## src/sv/ssdp_pkg.sv

```systemverilog
// ----------------------------------------------------------------------------
// Sparse scaled dot product package
// Shared types and constants for controller and datapath.
// ----------------------------------------------------------------------------
package ssdp_pkg;

	localparam logic [1:0] CMD_ROW     = 2'd0;
	localparam logic [1:0] CMD_COL     = 2'd1;
	localparam logic [1:0] CMD_SCALE   = 2'd2;
	localparam logic [1:0] CMD_COMPUTE = 2'd3;

	// Configuration register byte addresses.
	localparam logic [1:0] REG_SCALE_EN = 2'd0;

	localparam int KEY_W = 10;
	localparam int VAL_W = 32;
	localparam int ACC_W = 64;
	// Scale table depth; the 10-bit key covers all of it.
	localparam int KEY_SPACE = 1024;
	localparam logic signed [31:0] ONE_Q16 = 32'sh0001_0000;

	// Commands from the controller to the datapath.
	typedef struct packed {
		logic start;    // begin a compute walk
		logic step;     // advance the walk one step
		logic finish;   // clear lists after the result is taken
	} ctl_cmd_t;

	// Status from the datapath to the controller.
	typedef struct packed {
		logic done;     // walk finished, result held
	} ctl_sts_t;

endpackage

```

## src/sv/ssdp_ctrl.sv

```systemverilog
// ----------------------------------------------------------------------------
// Sparse scaled dot product controller
// Sequences loads, compute walk and result delivery.
// ----------------------------------------------------------------------------
module ssdp_ctrl (
	input  logic               clk,
	input  logic               arst_n,
	input  logic               s_tvalid,
	output logic               s_tready,
	input  logic [1:0]         cmd,
	output logic               m_tvalid,
	input  logic               m_tready,
	output logic               load_en,
	output ssdp_pkg::ctl_cmd_t ctl,
	input  ssdp_pkg::ctl_sts_t sts
);

	localparam logic [1:0] ST_IDLE = 2'd0, ST_RUN = 2'd1, ST_OUT = 2'd2;
	logic [1:0] state_q;

	wire acc_in = s_tvalid && s_tready;

	// Only accept while idle; compute occupies the block until taken.
	assign s_tready = state_q == ST_IDLE;
	assign load_en  = acc_in && cmd != ssdp_pkg::CMD_COMPUTE;
	assign m_tvalid = state_q == ST_OUT;
	assign ctl.start  = acc_in && cmd == ssdp_pkg::CMD_COMPUTE;
	assign ctl.step   = state_q == ST_RUN;
	assign ctl.finish = m_tvalid && m_tready;

	// State register.
	always_ff @(posedge clk or negedge arst_n) begin
		if (!arst_n) begin
			state_q <= ST_IDLE;
		end else begin
			case (state_q)
				ST_IDLE: if (ctl.start) state_q <= ST_RUN;
				ST_RUN:  if (sts.done) state_q <= ST_OUT;
				ST_OUT:  if (m_tready) state_q <= ST_IDLE;
				default: state_q <= ST_IDLE;
			endcase
		end
	end

	// Result is held until taken.
	a_hold: assert property (@(posedge clk) disable iff (!arst_n)
		m_tvalid && !m_tready |=> m_tvalid) else $error("result dropped");
	// No input accepted while a result waits.
	a_noin: assert property (@(posedge clk) disable iff (!arst_n)
		m_tvalid |-> !s_tready) else $error("input during output");
	// The state always holds one of the defined codes.
	a_state: assert property (@(posedge clk) disable iff (!arst_n)
		state_q == ST_IDLE || state_q == ST_RUN || state_q == ST_OUT)
		else $error("illegal state");

endmodule

```

## config.mk

```make
export PLATFORM = sky130hd
export DESIGN_NAME = ssdp_ctrl
export DESIGN_NICKNAME = d
export VERILOG_FILES = /design/src/sv/ssdp_pkg.sv /design/src/sv/ssdp_ctrl.sv
export SDC_FILE = /design/constraint.sdc
export NUM_CORES = 1
export LEC_CHECK = 0
export BUFFER_PORTS_ARGS = -buffer_cell sky130_fd_sc_hd__buf_2
export CAP_MARGIN = 40
export CORE_AREA = 10 10 47 49
export CTS_CLUSTER_SIZE = 40
export DETAILED_ROUTE_END_ITERATION = 6
export DIE_AREA = 0 0 57 59
export SKIP_CTS_REPAIR_TIMING = 1
export SLEW_MARGIN = 20
export SYNTH_ARGS = -nofsm -noshare
export SYNTH_HDL_FRONTEND = slang
export SYNTH_SLANG_ARGS = --single-unit
```

## constraint.sdc

```tcl
create_clock -name clk -period 1.8 [get_ports clk]
set_input_delay 0.36 -clock clk [delete_from_list [all_inputs] [get_ports clk]]
set_output_delay 0.36 -clock clk [all_outputs]
set_load 0.1 [all_outputs]
```

* Yosys cells after proc, flatten, opt, wreduce, memory -nomap -nowiden
Index checks and enable logic that the tools add are counted.
** Storage, ports and cells
- Word-level logic and storage cells :: 18
- Memories kept :: 0
- Bits in registers :: 2
- RAM bits :: 0
- Bits in latches :: 0
- ROM bits :: 0
- Input port bits :: 7
** Cells by class
- Equal/unequal tests :: 7
- Add/subtract/negate cells :: 0
- Multiplexer cells :: 4
- Magnitude comparators :: 0
- Shifts and indexed selects :: 0
- Divide/modulo/power cells :: 0
- Bitwise gates (word level) :: 0
- Reduce and logical (&&, ||, !) cells :: 6
- Multiply operators :: 0
** Operator list (number)
- 2-bit two-way mux :: 3
- 2-bit by 1-bit inequality test with 1-bit output (second input constant) :: 3
- 2-bit case mux with 3 select lines :: 1
- 2-bit == test (second input constant) :: 2
- 1-bit logical AND :: 4
- 3-bit AND reduction :: 1
- 2-bit by 1-bit == test with 1-bit output (second input constant) :: 1
- 2-bit logical NOT :: 1
- 2-bit inequality test (second input constant) :: 1

* Logic depth before layout (Yosys ltp)
Gate-level depths: netlist (run 1).
- Depth in word-level cells :: 5
- Depth in mapped cells :: 2
- Gate-level depth less buffers :: 2

* Least setup slack after synthesis (run 1)
OpenSTA, ideal clock, no wires.
- Kind :: register to output
- Start point :: reg state_q[0]
- End point :: out ctl[2] (netlist bit)
- Stages on the path, launching flop included :: 2
- Buffers on the path :: 0
- Arrival :: 3.613 ns
- Slack :: -2.173 ns
- Cell sequence :: dfrtp_1 > nor4b_1
** RTL lines
- start, declared :: RTL line ssdp_ctrl.sv:19 : logic [1:0] state_q;
- start signal, assigned :: RTL line ssdp_ctrl.sv:34 : state_q <= ST_IDLE;
- start signal, assigned :: RTL line ssdp_ctrl.sv:37 : ST_IDLE: if (ctl.start) state_q <= ST_RUN;
- start signal, assigned :: RTL line ssdp_ctrl.sv:38 : ST_RUN: if (sts.done) state_q <= ST_OUT;
- end, declared :: RTL line ssdp_ctrl.sv:14 : output ssdp_pkg::ctl_cmd_t ctl,

* Final worst setup path (run 1)
- Start point :: reg state_q[1]
- End point :: out m_tvalid
** Between the ends
- Longest elaborated chain between the ends :: 1
** RTL lines
- 2-bit == test :: RTL line ssdp_ctrl.sv:26 : assign m_tvalid = state_q == ST_OUT;
- end, declared :: RTL line ssdp_ctrl.sv:11 : output logic m_tvalid,
Every way passes these cells.

==> results_dict.tcl, run 1 <==
set metrics [dict create \
    finalMaxSlewViolations 0 \
    die_width_um 57 \
    drc 0 \
    grt_overflow 0 \
    max-slew-margin-rel_pct 67.57 \
    finalHoldViolCount 0 \
    grt_max_degree 7 \
    cts_tree "yes" \
    cts.sink_count 2 \
    nets 39 \
    vias 164 \
    start_kind "register" \
    grt_pass1_vias 211 \
    synth-seq-cells 2 \
    seq_area_sq_um 52.55 \
    clockRootBuffer "clkbuf_4" \
    cap_violations 0 \
    num_antenna_cells 0 \
    total_power_uw 344.2 \
    period_minus_slack_ns 1.671 \
    num_io_pins 13 \
    worstRegToRegCells 2 \
    viasPerCell 3.565 \
    worstMarginPinSlew_ns 0.4898 \
    post_synth_num_cell_types 12 \
    coreArea_sq_um 1401 \
    synth_fp_nets 21 \
    largest-register "state_q" \
    ys_seq_area_share_pct 35.40 \
    cts_buffers 3 \
    path_max_fanout 5 \
    yosys_warnings 0 \
    syn_to_final_growth_pct 133.6 \
    first_pass_iters 2 \
    cts_buffer_depth 2 \
    synthTopCellsByArea "dfrtp_1 (35%), nor2b_4 (19%), a22o_2 (7.1%), nand4b_1 (6.2%), nor4b_1 (6.2%)" \
    gp_congestion 0.5898 \
    status "complete, no violations" \
    peakVddDrop_mv 0.3172 \
    placed_area_sq_um 297.8 \
    synth_area_leader_cell "dfrtp_1" \
    final_area_sq_um 330.3 \
    synth_area_sq_um 141.4 \
    multi_input_area_sq_um 116.4 \
    htreeDepth 1 \
    grt_pass1_wl_um 869 \
    die_h_um 59 \
    setup.worst_path.end_class "primary output" \
    period_share_pct 92.82 \
    numPortBuffers 12 \
    rsz0062_at_grt "no" \
    hp-class "in2reg" \
    synth_area_per_cell_sq_um 10.10 \
    critical_path_class "reg2out" \
    syn_inst 14 \
    grt_use_total_pct 3.669 \
    ant_nets 0 \
    fmax_mhz 598.5 \
    min_path_cells 2 \
    start_util_pct 10.09 \
    power_density_nw_per_um2 1042 \
    worstPathRequired_ns 1.44 \
    largest_reg_flops 2 \
    fillers 171 \
    clock_latency_ns 0.22 \
    r2r_slack_ns 0.80 \
    setup_viol 0 \
    finClkSkew_ns 0.0004464 \
    cts.clk_slew.worst_paths_ns 0.03 \
    crit_arrival_ns 1.31 \
    top_regs "state_q (2)" \
    antenna_found_initial 0 \
    leakage_nw 0.1498 \
    drive_gt1_share_pct 80.00 \
    rows 14 \
    wl_per_cell_um 10.83 \
    drt_iter0_markers 1 \
    drt-total-wl_um 498 \
    dieArea_sq_um 3363 \
    synth_top_area_share_pct 35.40 \
]
-- cells by family after synthesis --
logic type	count (synthesis)	synth area share, %
simple gates	9	51.33
flops	2	35.40
compound gates	2	10.62
buf+inv	1	2.652
-- Yosys cell counts --
library cell and instances:
dfrtp_1 2, nor2b_4 2, a21oi_1 1, a22o_2 1
and2_2 1, and3_1 1, inv_1 1, nand2_1 1
nand2b_1 1, nand4b_1 1, nor2_1 1, nor4b_1 1
-- layout by cell type, fill, tap and decap left out --
cell type,instances
a22o_2,1
nor2_4,1
nor4b_4,1
nand4b_1,1
and2_4,1
clkbuf_4,3
and3_4,1
nand2b_1,1
a21oi_1,1
buf_12,3
buf_2,9
dlygate4sd3_1,1
dfrtp_2,2
nand2_1,1
inv_1,1
nor2b_4,2
-- metrics by stage --
step | setup TNS [ns] | utilization [%] | setup slack, ns | std cells | hold slack, ns
CTS | 0 | 22.86 | 0.1121 | 45 | -0.1003
finish | 0 | 23.57 | 0.1292 | 46 | 0.3782
global route | 0 | 23.57 | 0.05888 | 46 | 0.3682
floorplan | -0.1823 | - | -0.1157 | 14 | 0.06441
global placement | 0 | 21.25 | 0.3598 | 42 | 0.1452
detailed placement | 0 | 21.25 | 0.3386 | 42 | 0.1451
-- where the power goes --
part,switching [mW],total [mW],internal [mW]
clock,0.0264,0.100,0.0737
sequential,0.0139,0.0648,0.0510
combinational,0.125,0.179,0.0539
-- layout make-up --
type	instances	area share [%]
timing repair buffer	13	34.85
multi-input combinational	11	35.23
tap	16	6.061
inverter	1	1.136
clock buffer	3	6.818
sequential	2	15.91
-- worst paths after layout --
path,from,endpoint
max,state_q[1]$_DFFE_PN0P_,m_tvalid
min,sts,state_q[1]$_DFFE_PN0P_
max reg2reg,state_q[1]$_DFFE_PN0P_,state_q[1]$_DFFE_PN0P_
min reg2reg,state_q[1]$_DFFE_PN0P_,state_q[0]$_DFFE_PN0P_
max in group asynchronous,arst_n,state_q[0]$_DFFE_PN0P_
min in group asynchronous,arst_n,state_q[1]$_DFFE_PN0P_
-- critical path, stage by stage (launching register included) --
cell and delay [ns]:
dfrtp_2 0.45, nor2b_4 0.20, buf_2 0.43
-- layer usage --
layer | GRT usage [%] | wire length (um)
met2 | 4.341 | 223
met4 | 6.040 | 0
met1 | 3.314 | 201
met5 | 0 | 0
met3 | 2.361 | 72
No activity file was read; power rests on OpenSTA's default activity.
==> inputs of run 2 (changes only) <==
Settings changed: REMOVE_ABC_BUFFERS set to 1.
==> results_dict.tcl, run 2 (synthesis results as in run 1) <==
set metrics [dict create \
    nets 40 \
    vias 165 \
    syn_to_final_growth_pct 116.8 \
    fillers 157 \
    p_int_uw 171.3 \
    clock_latency_ns 0.22 \
    setup.worst_path.end_class "primary output" \
    final_area_sq_um 306.5 \
    grt_use_total_pct 3.156 \
    setup_viol 0 \
    ant_nets 0 \
    period_share_pct 93.07 \
    hold_slack_ns 0.3756 \
    drive_gt1_share_pct 64.52 \
    p_switching_uw 156.7 \
    die_h_um 59 \
    worstPathRequired_ns 1.44 \
    fin_util_pct 21.88 \
    stdcell_count 47 \
    coreArea_sq_um 1401 \
    gp_congestion 0.6288 \
    fin_setup_tns_ns 0 \
    fmax_mhz 596.9 \
    placed_cells 43 \
    grt_max_degree 7 \
    final_common_cell "buf_2" \
    num_antenna_cells 0 \
    htreeDepth 1 \
    grt_overflow 0 \
    first_pass_iters 2 \
    rows 14 \
    finalHoldViolCount 0 \
    dieArea_sq_um 3363 \
    grt_pass1_vias 171 \
    hp-class "in2reg" \
    start_util_pct 10.09 \
    drt_iter0_markers 2 \
    status "complete, no violations" \
    seq_power_share_pct 18.0 \
    final_cell_mix "buf_2 (9), clkbuf_4 (3), buf_12 (3)" \
    rsz0062_at_grt "no" \
    die_width_um 57 \
    cts.sink_count 2 \
    largest_reg_flops 2 \
    finalMaxSlewViolations 0 \
    worstMarginPinSlew_ns 0.4901 \
    placed_area_sq_um 274.0 \
    top_regs "state_q (2)" \
    power_frac_clock_pct 29.7 \
    cap_violations 0 \
    combPwrFrac_pct 52.3 \
    drc 0 \
    crit_arrival_ns 1.32 \
    critical_path_class "reg2out" \
    period_minus_slack_ns 1.675 \
    grt_pass1_wl_um 738 \
    wl_per_cell_um 9.830 \
    start_kind "register" \
    viasPerCell 3.511 \
    drt-total-wl_um 462 \
    cts_buffers 3 \
    cts_buffer_depth 2 \
    path_max_fanout 6 \
    max-slew-margin-rel_pct 67.55 \
    leakage_nw 0.1495 \
    clockRootBuffer "clkbuf_4" \
    num_io_pins 13 \
    antenna_found_initial 0 \
    finClkSkew_ns 0.002360 \
    peakVddDrop_mv 0.3641 \
    largest-register "state_q" \
    swShare_pct 47.78 \
    cts_tree "yes" \
    cts.clk_slew.worst_paths_ns 0.03 \
    power_density_nw_per_um2 1070 \
    numPortBuffers 12 \
]
## run 2: layer usage
metal  track usage [%]  routed length (um)  share of wire [%]
met1             3.329                 236                 51
met5                 0                   0                  0
met4             5.034                   0                  0
met2             2.016                 142                 31
met3             3.648                  82                 18
## run 2: critical path, cell delays in order, from the launching register on
cell and delay, ns:
dfrtp_1 0.44, nor4b_1 0.32, buf_4 0.17, buf_12 0.16
## run 2: stage by stage
step / setup WS [ns] / power [mW]
finish: 0.1247 / 0.3280
global route: 0.05548 / 0.3488
CTS: 0.09067 / 0.3346
detailed placement: 0.3071 / 0.2308
global placement: 0.2916 / 0.2297
floorplan: -2.173 / 0.1851
## run 2: path summary, 6_finish.rpt
kind,from,to,slack (ns),depth (start not counted)
worst min register to register,state_q[1]$_DFFE_PN0P_,state_q[0]$_DFFE_PN0P_,0.57,1
min in group asynchronous,arst_n,state_q[1]$_DFFE_PN0P_,0.46,2
worst min-delay path,sts,state_q[1]$_DFFE_PN0P_,0.38,2
max in group asynchronous,arst_n,state_q[0]$_DFFE_PN0P_,1.24,2
worst max register to register,state_q[1]$_DFFE_PN0P_,state_q[1]$_DFFE_PN0P_,0.83,2
worst max-delay path,state_q[0]$_DFFE_PN0P_,ctl[2],0.12,3
## run 2: cell type report
| class | count | area, sq um | area share [%] |
|---|---|---|---|
| Clock buffer | 3 | 22.52 | 7.347 |
| Inverter | 1 | 3.754 | 1.224 |
| Multi-Input combinational cell | 11 | 87.58 | 28.57 |
| Sequential cell | 2 | 50.05 | 16.33 |
| Tap cell | 16 | 20.02 | 6.531 |
| Timing Repair Buffer | 14 | 122.6 | 40.00 |
## run 2: power by group through the flow
stage | clock network [mW] | registers (mW) | logic [mW]
floorplan | 0 | 0.0578 | 0.127
global placement | 0 | 0.0592 | 0.171
detailed placement | 0 | 0.0597 | 0.171
CTS | 0.104 | 0.0593 | 0.171
global route | 0.111 | 0.0602 | 0.178
finish | 0.0973 | 0.0591 | 0.172
